### config.mk
export PLATFORM = sky130hd
export DESIGN_NAME = spectral_flux_beat_detector
export DESIGN_NICKNAME = d
export VERILOG_FILES = /design/src/hdl/sfbd_pkg.sv /design/src/hdl/sfbd_ram.sv /design/src/hdl/sfbd_front.sv /design/src/hdl/sfbd_divide.sv /design/src/hdl/spectral_flux_beat_detector.sv
export SDC_FILE = /design/constraint.sdc
export NUM_CORES = 2
export LEC_CHECK = 0
export BUFFER_PORTS_ARGS = -buffer_cell sky130_fd_sc_hd__buf_2
export CELL_PAD_IN_SITES_DETAIL_PLACEMENT = 0
export CELL_PAD_IN_SITES_GLOBAL_PLACEMENT = 1
export CORE_MARGIN = 5
export CORE_UTILIZATION = 57
export CTS_CLUSTER_DIAMETER = 30
export DETAILED_ROUTE_END_ITERATION = 8
export HOLD_SLACK_MARGIN = 0.15
export PLACE_DENSITY = 0.91
export REMOVE_ABC_BUFFERS = 1
export SLEW_MARGIN = 20
export SYNTH_ARGS = -nofsm -noshare
export SYNTH_HDL_FRONTEND = slang
export SYNTH_SLANG_ARGS = --single-unit
### constraint.sdc
create_clock -name clk_i -period 28.7 [get_ports clk_i]
set_clock_uncertainty 0.1 [all_clocks]
set_input_delay 8.61 -clock clk_i [delete_from_list [all_inputs] [get_ports clk_i]]
set_output_delay 8.61 -clock clk_i [all_outputs]
set_load 0.1 [all_outputs]
### src/hdl/sfbd_pkg.sv
// Shared types, widths and fixed coefficients of the spectral flux beat detector.
package sfbd_pkg;

  localparam int unsigned BAND_COUNT_DEF = 16;
  localparam int unsigned BAND_W         = 4;
  localparam int unsigned MAG_W          = 16;
  localparam int unsigned TOTAL_W        = 20;
  localparam logic [TOTAL_W-1:0] TOTAL_MAX = {TOTAL_W{1'b1}};

  // Stream payload widths; the tdata widths are whole bytes.
  localparam int unsigned IN_DATA_W  = 24;
  localparam int unsigned OUT_DATA_W = 72;
  localparam int unsigned OUT_USER_W = 2;

  // Tracker coefficients; ratios are reduced where that keeps the floor exact.
  localparam int unsigned AVG_DECAY_NUM = 19;   // 95/100
  localparam int unsigned AVG_DECAY_DEN = 20;
  localparam int unsigned FAST_NUM      = 4;    // 8/10
  localparam int unsigned FAST_DEN      = 5;
  localparam int unsigned SLOW_HOLD_NUM = 999;
  localparam int unsigned SLOW_ZERO_NUM = 995;
  localparam int unsigned SLOW_DEN      = 1000;
  localparam int unsigned PEAK_KEEP_NUM = 99;
  localparam int unsigned PEAK_DEN      = 100;
  localparam int unsigned THR_NUM       = 3;    // threshold is 3/8 of the slow maximum
  localparam int unsigned THR_SHIFT     = 3;

  // Numerator widths and reciprocal constants for exact floor division:
  // M = ceil(2^S / d) with S = N + ceil(log2 d) is exact for any N-bit numerator.
  localparam int unsigned AVG_N  = 21;
  localparam int unsigned AVG_S  = 26;
  localparam longint unsigned AVG_M =
    ((64'd1 << AVG_S) + AVG_DECAY_DEN - 1) / AVG_DECAY_DEN;
  localparam int unsigned FAST_N = 18;
  localparam int unsigned FAST_S = 21;
  localparam longint unsigned FAST_M =
    ((64'd1 << FAST_S) + FAST_DEN - 1) / FAST_DEN;
  localparam int unsigned SLOW_N = 26;
  localparam int unsigned SLOW_S = 36;
  localparam longint unsigned SLOW_M =
    ((64'd1 << SLOW_S) + SLOW_DEN - 1) / SLOW_DEN;
  localparam int unsigned PEAK_N = 23;
  localparam int unsigned PEAK_S = 30;
  localparam longint unsigned PEAK_M =
    ((64'd1 << PEAK_S) + PEAK_DEN - 1) / PEAK_DEN;

  // One band's tracker state as it sits in the memory.
  typedef struct packed {
    logic [MAG_W-1:0] prev_mag;
    logic [MAG_W-1:0] prev_flux;
    logic [MAG_W-1:0] avg;
    logic [MAG_W-1:0] fast;
    logic [MAG_W-1:0] slow;
    logic [MAG_W-1:0] peak;
  } entry_t;

  localparam int unsigned ENTRY_W = $bits(entry_t);

  // Flux and division operands handed from the read stage to the divide stage.
  typedef struct packed {
    logic              fresh;
    logic              hit;
    logic              fell;
    logic [MAG_W-1:0]  flux;
    logic [MAG_W-1:0]  mag;
    logic              avg_div;
    logic [MAG_W-1:0]  avg_byp;
    logic [AVG_N-1:0]  avg_num;
    logic              fast_div;
    logic [MAG_W-1:0]  fast_byp;
    logic [FAST_N-1:0] fast_num;
    logic              slow_div;
    logic [MAG_W-1:0]  slow_byp;
    logic [SLOW_N-1:0] slow_num;
    logic              peak_div;
    logic [MAG_W-1:0]  peak_byp;
    logic [PEAK_N-1:0] peak_num;
  } num_t;

endpackage

### src/hdl/sfbd_ram.sv
// Generic single-port-write, single-port-read RAM with registered, write-first read.
module sfbd_ram #(
  parameter int unsigned WIDTH = 8,
  parameter int unsigned DEPTH = 16,
  parameter int unsigned AW    = (DEPTH > 1) ? $clog2(DEPTH) : 1
) (
  input  logic             clk_i,
  input  logic             we_i,
  input  logic [AW-1:0]    waddr_i,
  input  logic [WIDTH-1:0] wdata_i,
  input  logic             re_i,
  input  logic [AW-1:0]    raddr_i,
  output logic [WIDTH-1:0] rdata_o
);

  logic [WIDTH-1:0] mem_q [DEPTH];
  logic [WIDTH-1:0] rdata_q;

  always_ff @(posedge clk_i) begin
    if (we_i) begin
      mem_q[waddr_i] <= wdata_i;
    end
  end

  // A read of the entry written in the same cycle returns the new data.
  always_ff @(posedge clk_i) begin
    if (re_i) begin
      if (we_i && (waddr_i == raddr_i)) begin
        rdata_q <= wdata_i;
      end else begin
        rdata_q <= mem_q[raddr_i];
      end
    end
  end

  assign rdata_o = rdata_q;

endmodule

### src/hdl/sfbd_front.sv
// Read stage arithmetic: rectified flux, tracker decisions and division numerators.
module sfbd_front (
  input  sfbd_pkg::entry_t                  entry_i,
  input  logic [sfbd_pkg::MAG_W-1:0]        mag_i,
  input  logic                              fresh_i,
  output sfbd_pkg::num_t                    num_o
);

  localparam int unsigned MW = sfbd_pkg::MAG_W;

  logic          ge;
  logic [MW-1:0] flux;
  logic [MW-1:0] held;
  logic [MW:0]   avg_sum;
  logic          hit;
  logic          above_slow;

  always_comb begin
    ge   = mag_i >= entry_i.prev_mag;
    held = fresh_i ? mag_i : entry_i.prev_mag;
    if (!fresh_i) begin
      flux = entry_i.prev_flux;
    end else if (ge) begin
      flux = mag_i - entry_i.prev_mag;
    end else begin
      flux = '0;
    end
    avg_sum    = {1'b0, entry_i.avg} + {1'b0, flux};
    hit        = fresh_i && (flux > entry_i.fast);
    above_slow = fresh_i && (flux > entry_i.slow);

    num_o.fresh = fresh_i;
    num_o.hit   = hit;
    num_o.fell  = (flux < entry_i.prev_flux) || (flux == '0);
    num_o.flux  = flux;
    num_o.mag   = held;

    // (5a + 5f) / 10 is exactly the floor of the plain mean.
    num_o.avg_div = fresh_i && !ge;
    num_o.avg_byp = (fresh_i && ge) ? avg_sum[MW:1] : entry_i.avg;
    num_o.avg_num = sfbd_pkg::AVG_N'(entry_i.avg) * sfbd_pkg::AVG_N'(sfbd_pkg::AVG_DECAY_NUM);

    num_o.fast_div = fresh_i && !hit;
    num_o.fast_byp = hit ? flux : entry_i.fast;
    num_o.fast_num = sfbd_pkg::FAST_N'(entry_i.fast) * sfbd_pkg::FAST_N'(sfbd_pkg::FAST_NUM);

    // A zero flux decays by 995/1000, which equals 199/200.
    num_o.slow_div = fresh_i && !above_slow;
    num_o.slow_byp = above_slow ? flux : entry_i.slow;
    if (flux == '0) begin
      num_o.slow_num = sfbd_pkg::SLOW_N'(entry_i.slow) *
                       sfbd_pkg::SLOW_N'(sfbd_pkg::SLOW_ZERO_NUM);
    end else begin
      num_o.slow_num = sfbd_pkg::SLOW_N'(entry_i.slow) *
                       sfbd_pkg::SLOW_N'(sfbd_pkg::SLOW_HOLD_NUM) +
                       sfbd_pkg::SLOW_N'(flux);
    end

    // The peak holds on a zero magnitude and jumps up to a larger one.
    num_o.peak_div = (held != '0) && (held <= entry_i.peak);
    num_o.peak_byp = (held == '0) ? entry_i.peak : held;
    num_o.peak_num = sfbd_pkg::PEAK_N'(entry_i.peak) *
                     sfbd_pkg::PEAK_N'(sfbd_pkg::PEAK_KEEP_NUM) +
                     sfbd_pkg::PEAK_N'(held);
  end

endmodule

### src/hdl/sfbd_divide.sv
// Divide stage: constant divisions by reciprocal multiplication and the new band entry.
module sfbd_divide (
  input  sfbd_pkg::num_t   num_i,
  output sfbd_pkg::entry_t entry_o
);

  localparam int unsigned MW  = sfbd_pkg::MAG_W;
  localparam int unsigned APW = 2 * sfbd_pkg::AVG_N + 1;
  localparam int unsigned FPW = 2 * sfbd_pkg::FAST_N + 1;
  localparam int unsigned SPW = 2 * sfbd_pkg::SLOW_N + 1;
  localparam int unsigned PPW = 2 * sfbd_pkg::PEAK_N + 1;

  logic [APW-1:0] avg_prod;
  logic [FPW-1:0] fast_prod;
  logic [SPW-1:0] slow_prod;
  logic [PPW-1:0] peak_prod;

  assign avg_prod  = APW'(num_i.avg_num)  * APW'(sfbd_pkg::AVG_M);
  assign fast_prod = FPW'(num_i.fast_num) * FPW'(sfbd_pkg::FAST_M);
  assign slow_prod = SPW'(num_i.slow_num) * SPW'(sfbd_pkg::SLOW_M);
  assign peak_prod = PPW'(num_i.peak_num) * PPW'(sfbd_pkg::PEAK_M);

  always_comb begin
    entry_o.prev_mag  = num_i.mag;
    entry_o.prev_flux = num_i.flux;
    entry_o.avg  = num_i.avg_div  ? avg_prod[sfbd_pkg::AVG_S +: MW]   : num_i.avg_byp;
    entry_o.fast = num_i.fast_div ? fast_prod[sfbd_pkg::FAST_S +: MW] : num_i.fast_byp;
    entry_o.slow = num_i.slow_div ? slow_prod[sfbd_pkg::SLOW_S +: MW] : num_i.slow_byp;
    entry_o.peak = num_i.peak_div ? peak_prod[sfbd_pkg::PEAK_S +: MW] : num_i.peak_byp;
  end

endmodule

### src/hdl/spectral_flux_beat_detector.sv
// Top level of the spectral flux beat detector: band pipeline around the tracker RAM.
//
// One beat on the slave stream carries one spectrum band: band index and magnitude
// in tdata, the fresh flag in tuser, the last-band mark in tlast. Every input beat
// yields exactly one master beat with band, flux, weighted peak, average flux and
// frame total in tdata, beat and flux_fell flags in tuser, and tlast copied.
// The per-band trackers live in one RAM entry per band with a registered read.
// A band is read when it is accepted, its new entry is computed over the read and
// divide stages and written back, and the result passes the decide stage and leaves
// through the output register. Throughput is one band per cycle while the receiver
// takes results and no band directly follows itself. A band that directly follows
// the same band waits for the write-back, then takes the written entry by forwarding.
// Reset clears the pipeline, the frame total and one valid bit per band; a band
// never written reads as all zero, so no clearing pass is needed.
// When the receiver stalls, the stages fill up behind the output register and
// s_axis_tready drops once every stage is occupied, or while a band waits behind itself.
module spectral_flux_beat_detector #(
  parameter int unsigned BAND_COUNT = sfbd_pkg::BAND_COUNT_DEF
) (
  input  logic                                clk_i,
  input  logic                                rst_ni,
  input  logic                                s_axis_tvalid,
  output logic                                s_axis_tready,
  input  logic [sfbd_pkg::IN_DATA_W-1:0]      s_axis_tdata,  // band, magnitude, zero fill
  input  logic [0:0]                          s_axis_tuser,  // fresh
  input  logic                                s_axis_tlast,
  output logic                                m_axis_tvalid,
  input  logic                                m_axis_tready,
  // band_out, flux, weighted_peak, average_flux, frame_total
  output logic [sfbd_pkg::OUT_DATA_W-1:0]     m_axis_tdata,
  output logic [sfbd_pkg::OUT_USER_W-1:0]     m_axis_tuser,  // beat, flux_fell
  output logic                                m_axis_tlast
);

  localparam int unsigned IDX_W = (BAND_COUNT > 1) ? $clog2(BAND_COUNT) : 1;
  localparam int unsigned BW    = sfbd_pkg::BAND_W;
  localparam int unsigned MW    = sfbd_pkg::MAG_W;
  localparam int unsigned TW    = sfbd_pkg::TOTAL_W;
  localparam int unsigned CW    = 7;

  // Input side.
  logic [BW-1:0]    in_band;
  logic [MW-1:0]    in_mag;
  logic             s_accept;

  // Read stage.
  logic             s1_v_q;
  logic [BW-1:0]    s1_band_q;
  logic [MW-1:0]    s1_mag_q;
  logic             s1_fresh_q;
  logic             s1_last_q;
  logic             fwd_q;
  logic             s1_inr;
  logic [IDX_W-1:0] s1_idx;
  logic             hazard;
  logic             s1_go;
  logic [sfbd_pkg::ENTRY_W-1:0] rd_data;
  sfbd_pkg::entry_t s1_entry;
  sfbd_pkg::num_t   s1_num;

  // Frame total.
  logic [TW-1:0]    acc_q;
  logic [TW:0]      tot_sum;
  logic [TW-1:0]    tot_sat;

  // Divide stage.
  logic             s2_v_q;
  logic [BW-1:0]    s2_band_q;
  logic             s2_inr_q;
  logic             s2_last_q;
  logic [TW-1:0]    s2_total_q;
  sfbd_pkg::num_t   s2_num_q;
  sfbd_pkg::entry_t s2_entry;
  logic [IDX_W-1:0] s2_idx;
  logic             s2_go;
  logic             s2_free;
  logic             wr_en;

  // Last entry written, for a band that waited behind itself.
  sfbd_pkg::entry_t wr_entry_q;
  logic [BAND_COUNT-1:0] band_valid_q;

  // Decide stage.
  logic             s3_v_q;
  logic [BW-1:0]    s3_band_q;
  logic             s3_inr_q;
  logic             s3_last_q;
  logic [TW-1:0]    s3_total_q;
  logic             s3_fresh_q;
  logic             s3_hit_q;
  logic             s3_fell_q;
  logic [MW-1:0]    s3_flux_q;
  logic [MW-1:0]    s3_avg_q;
  logic [MW-1:0]    s3_slow_q;
  logic [MW-1:0]    s3_peak_q;
  logic             s3_go;
  logic             s3_free;
  logic [MW+1:0]    thr_prod;
  logic [MW-1:0]    thr;
  logic             s3_beat;
  logic             s3_fell;

  // Output register.
  logic                          out_v_q;
  logic [sfbd_pkg::OUT_DATA_W-1:0] out_data_q;
  logic [sfbd_pkg::OUT_USER_W-1:0] out_user_q;
  logic                          out_last_q;
  logic                          out_free;

  assign in_band = s_axis_tdata[BW-1:0];
  assign in_mag  = s_axis_tdata[BW +: MW];

  // Handshake chain from the output back to the input.
  assign out_free = !out_v_q || m_axis_tready;
  assign s3_go    = s3_v_q && out_free;
  assign s3_free  = !s3_v_q || s3_go;
  assign s2_go    = s2_v_q && s3_free;
  assign s2_free  = !s2_v_q || s2_go;
  assign s1_inr   = CW'(s1_band_q) < CW'(BAND_COUNT);
  assign s1_idx   = IDX_W'(s1_band_q);
  assign s2_idx   = IDX_W'(s2_band_q);
  // The band in the divide stage has not written its entry yet.
  assign hazard   = s1_v_q && s1_inr && s2_v_q && s2_inr_q && (s2_band_q == s1_band_q);
  assign s1_go    = s1_v_q && s2_free && !hazard;
  assign s_axis_tready = !s1_v_q || s1_go;
  assign s_accept = s_axis_tvalid && s_axis_tready;
  assign wr_en    = s2_go && s2_inr_q;

  sfbd_ram #(
    .WIDTH (sfbd_pkg::ENTRY_W),
    .DEPTH (BAND_COUNT)
  ) u_ram (
    .clk_i   (clk_i),
    .we_i    (wr_en),
    .waddr_i (s2_idx),
    .wdata_i (s2_entry),
    .re_i    (s_accept),
    .raddr_i (IDX_W'(in_band)),
    .rdata_o (rd_data)
  );

  always_comb begin
    if (fwd_q) begin
      s1_entry = wr_entry_q;
    end else if (s1_inr && band_valid_q[s1_idx]) begin
      s1_entry = sfbd_pkg::entry_t'(rd_data);
    end else begin
      s1_entry = '0;
    end
  end

  sfbd_front u_front (
    .entry_i (s1_entry),
    .mag_i   (s1_mag_q),
    .fresh_i (s1_fresh_q),
    .num_o   (s1_num)
  );

  always_comb begin
    tot_sum = {1'b0, acc_q};
    if (s1_inr && s1_fresh_q) begin
      tot_sum = {1'b0, acc_q} + (TW + 1)'(s1_mag_q);
    end
    tot_sat = tot_sum[TW] ? sfbd_pkg::TOTAL_MAX : tot_sum[TW-1:0];
  end

  sfbd_divide u_divide (
    .num_i   (s2_num_q),
    .entry_o (s2_entry)
  );

  always_comb begin
    thr_prod = (MW + 2)'(s3_slow_q) * (MW + 2)'(sfbd_pkg::THR_NUM);
    thr      = MW'(thr_prod >> sfbd_pkg::THR_SHIFT);
    s3_beat  = s3_inr_q && s3_fresh_q && s3_hit_q && !(s3_flux_q < thr) &&
               !(s3_flux_q < s3_avg_q);
    s3_fell  = s3_inr_q && s3_fresh_q && s3_fell_q && !s3_beat;
  end

  // Control state.
  always_ff @(posedge clk_i or negedge rst_ni) begin
    if (!rst_ni) begin
      s1_v_q       <= 1'b0;
      s2_v_q       <= 1'b0;
      s3_v_q       <= 1'b0;
      out_v_q      <= 1'b0;
      fwd_q        <= 1'b0;
      acc_q        <= '0;
      band_valid_q <= '0;
    end else begin
      if (s_axis_tready) begin
        s1_v_q <= s_axis_tvalid;
      end
      if (s2_free) begin
        s2_v_q <= s1_go;
      end
      if (s3_free) begin
        s3_v_q <= s2_go;
      end
      if (out_free) begin
        out_v_q <= s3_go;
      end
      if (s_accept) begin
        fwd_q <= 1'b0;
      end else if (s2_go && hazard) begin
        fwd_q <= 1'b1;
      end
      if (s1_go) begin
        acc_q <= s1_last_q ? '0 : tot_sat;
      end
      if (wr_en) begin
        band_valid_q[s2_idx] <= 1'b1;
      end
    end
  end

  // Payload registers.
  always_ff @(posedge clk_i) begin
    if (s_accept) begin
      s1_band_q  <= in_band;
      s1_mag_q   <= in_mag;
      s1_fresh_q <= s_axis_tuser[0];
      s1_last_q  <= s_axis_tlast;
    end
    if (s1_go) begin
      s2_band_q  <= s1_band_q;
      s2_inr_q   <= s1_inr;
      s2_last_q  <= s1_last_q;
      s2_total_q <= s1_last_q ? tot_sat : '0;
      s2_num_q   <= s1_num;
    end
    if (wr_en) begin
      wr_entry_q <= s2_entry;
    end
    if (s2_go) begin
      s3_band_q  <= s2_band_q;
      s3_inr_q   <= s2_inr_q;
      s3_last_q  <= s2_last_q;
      s3_total_q <= s2_total_q;
      s3_fresh_q <= s2_num_q.fresh;
      s3_hit_q   <= s2_num_q.hit;
      s3_fell_q  <= s2_num_q.fell;
      s3_flux_q  <= s2_entry.prev_flux;
      s3_avg_q   <= s2_entry.avg;
      s3_slow_q  <= s2_entry.slow;
      s3_peak_q  <= s2_entry.peak;
    end
    if (s3_go) begin
      out_data_q <= {s3_total_q,
                     s3_inr_q ? s3_avg_q  : {MW{1'b0}},
                     s3_inr_q ? s3_peak_q : {MW{1'b0}},
                     s3_inr_q ? s3_flux_q : {MW{1'b0}},
                     s3_band_q};
      out_user_q <= {s3_fell, s3_beat};
      out_last_q <= s3_last_q;
    end
  end

  assign m_axis_tvalid = out_v_q;
  assign m_axis_tdata  = out_data_q;
  assign m_axis_tuser  = out_user_q;
  assign m_axis_tlast  = out_last_q;

endmodule

==> impl_metrics.csv <==
group,metric,value,unit
run_status,status,"complete, but fails checks",
run_status,violations,"design-rule violations",
placed_design,numPortBuffers,102,
floorplanning,coreArea,0.217,mm2
worst_setup_path,crit_buf_inv,2,
route,drt.antenna.violating_nets,0,
route,highest_layer,"met5",
floorplanning,die_area,0.228,mm2
sta,setup_viol,0,
worst_setup_path,max_stage_delay,0.81,ns
grt,grt_usage,31.9,%
clock_tree,clock-sinks,2108,
layout,nets,10700,
synthesis,ys_seq_elements,2108,
sta,rsz0062_at_grt,"no",
synthesis,yosysWarnings,0,
placed_design,hpwl,208000,um
worst_setup_path,cp_max_fo,21,
worst_setup_path,worst_setup_path_end_kind,"output port",
job,max-cap-violations,0,
layout,multi_input_area,0.0550,mm2
synthesis,yosysTopAreaCell,"edfxtp_1",
synthesis,async_flop_share,1.94,%
route,drc,50,
worst_setup_path,critPathKind,"in2out",
clock_tree,clk_latency,0.99,ns
synthesis,synth_edf_count,2067,
worst_setup_path,crit_required,19.99,ns
synthesis,synth.area.top_cells,"edfxtp_1 (50%), fa_1 (13%), ha_1 (12%)",
sta,slew_headroom,17.8,%
route,wl_per_cell,30.8,um
route,drtPass1Iterations,9,
route,drt-met1-wl,122000,um
clock_tree,cts_tree,"done",
clock_tree,postCtsHoldBufs,0,
clock_tree,cts_htree_levels,5,
floorplanning,start_util,57.2,%
synthesis,synth_top_area_share,49.9,%
layout,area_growth,13.7,%
worst_setup_path,cp_cell_sequence,"buf_2 > nand2b_1 > nor2_1 > nand2_1 > nand3_1 > nand2_1 > buf_2",
worst_setup_path,reg2reg_slack,17.41,ns
route,wl_met2,166000,um
floorplanning,die_w,477,um
worst_setup_path,worst-path-stages,7,
worst_setup_path,cp-start-kind,"input pin",
worst_setup_path,cp-endpoint,"s_axis_tready",
floorplanning,pin_count,107,
worst_setup_path,crit_slowest_cell,"nand3_1",
floorplanning,rows,171,
clock_tree,post_cts_resized,0,
worst_hold_path,min_path_type,"reg2reg",
route,routed_wl,363000,um
worst_setup_path,critPathTopFamily,"simple AND/OR/NAND/NOR gates",
route,vias,77400,
clock_tree,cts_buffers,365,
clock_tree,postCtsSetupBuffers,0,
placed_design,gp_congestion,0.922,
synthesis,netlist_top_cells_count,"edfxtp_1 (2,067), inv_1 (1,533), ha_1 (1,201), fa_1 (813), mux4_2 (481)",
layout,seqCellArea,0.0631,mm2
clock_tree,clockRootBuffer,"clkbuf_16",
worst_setup_path,crit_path_start,"m_axis_tready",
synthesis,yosysSeqAreaShare,50.8,%
sta,fmax,51.6,MHz
synthesis,synth_area,0.124,mm2
sta,tns,0,ns
synthesis,yosysMostFrequentCell,"edfxtp_1",
grt,grt_overflow_total,0,
route,drt_iter0_drc,11700,
synthesis,synthFlopType,"edfxtp_1",
layout,fill_cells,13800,
worst_setup_path,worstReg2RegEnd,"s2_num_q[64]",
grt,grt_pass1_vias,82000,
layout,drive_above_1_share,17.2,%
worst_setup_path,r2r_start,"s1_band_q[1]",
grt,antenna_found_initial,19,
sta,slew_viol_final,0,
worst_setup_path,r2r_cells,32,
worst_setup_path,crit_arrival,10.67,ns
grt,grt_start_max_net_pins,138,
sta,period_share,67.5,%
sta,min_period,19.38,ns
sta,hold_viol,0,
route,vias_per_cell,6.57,
sta,tightestPinTransition,1.23,ns
grt,grt_pass1_wl,537000,um
synthesis,syn_area_per_cell,15.1,um2
floorplanning,die_y,477,um
synthesis,synthCells,8233,
synthesis,synthDistinctLibCells,83,
clock_tree,clockBufferDepth,4,
clock_tree,path_clk_slew,0.06,ns
route,wl_met3,47000,um
[cell usage in the layout (no fill, tap or decap), types with 89 or more instances in the layout]
cell type	n
edfxtp_1	2067
mux2_2	135
mux4_2	481
nand2_1	164
buf_4	110
inv_1	1530
fa_1	813
ha_1	1201
a21oi_1	213
a22oi_1	89
nor2_1	173
o21ai_0	145
clkbuf_16	371
xnor2_1	111
buf_2	97
[layout make-up]
cell class / instances / area share (%)
multi-input cells: 4402 / 38.9
well taps: 2854 / 2.53
clock buffers: 402 / 6.68
inverters: 1533 / 4.08
flip-flops and latches: 2108 / 44.6
repair buffers: 221 / 1.10
diodes: 8 / 0.0142
clock inverters: 254 / 2.09
[cell families after synthesis]
| family | Yosys count | synth area share [%] |
|---|---|---|
| adders and majority gates | 2014 | 25.2 |
| muxes | 661 | 10.3 |
| buffers and inverters | 1723 | 5.23 |
| AOI/OAI and AO/OA | 832 | 4.42 |
| xor gates and xnor gates | 180 | 1.27 |
| and+or+nand+nor | 715 | 2.82 |
| DFF | 2108 | 50.8 |
[layer usage]
| layer | track usage [%] | vias up |
|---|---|---|
| li1 | - | 30600 |
| met1 | 39.9 | 38100 |
| met2 | 49.8 | 6813 |
| met3 | 9.31 | 1812 |
| met4 | 18.6 | 14 |
| met5 | 0.126 | - |
[metrics by stage]
step / instances / setup slack, ns / instance area [um2] / hold slack, ns / util, %
6_report: 11800 / 9.32 / 141000 / 0.312 / 65.1
5_1_grt: 11800 / 9.22 / 141000 / 0.313 / 65.1
4_1_cts: 11800 / 9.37 / 141000 / 0.311 / 65.1
3_5_place_dp: 11100 / 9.37 / 129000 / 0.306 / 59.4
3_3_place_gp: 11100 / 9.35 / 129000 / 0.308 / 59.4
2_1_floorplan: 8043 / 9.30 / 124000 / 0.300 / -
[worst min-delay path by stage]
| stage | startpoint | to | slack, ns | cells after the start |
|---|---|---|---|---|
| 2_1_floorplan | s3_band_q[0] | m_axis_tdata[0] | 0.30 | 0 |
| 3_3_place_gp | s3_last_q | m_axis_tlast | 0.31 | 0 |
| 3_5_place_dp | s3_total_q[5] | m_axis_tdata[57] | 0.31 | 0 |
| 4_1_cts | s2_total_q[5] | s3_total_q[5] | 0.31 | 0 |
| 5_1_grt | s2_total_q[5] | s3_total_q[5] | 0.31 | 0 |
| 6_report | s2_total_q[5] | s3_total_q[5] | 0.31 | 0 |
[registers in the layout (all words and copies together) (netlist names), 20 cells and up]
| name | cells |
|---|---|
| s2_num_q | 189 |
| wr_entry_q | 32 |
| m_axis_tdata | 72 |
| s2_total_q | 20 |
| s3_total_q | 20 |
| acc_q | 20 |
| u_ram.mem_q | 1536 |
| u_ram.rdata_o | 96 |
Power is left out: the tool's default activity adds up to more than one toggle a clock period on the data nets, which glitch-free logic cannot reach.
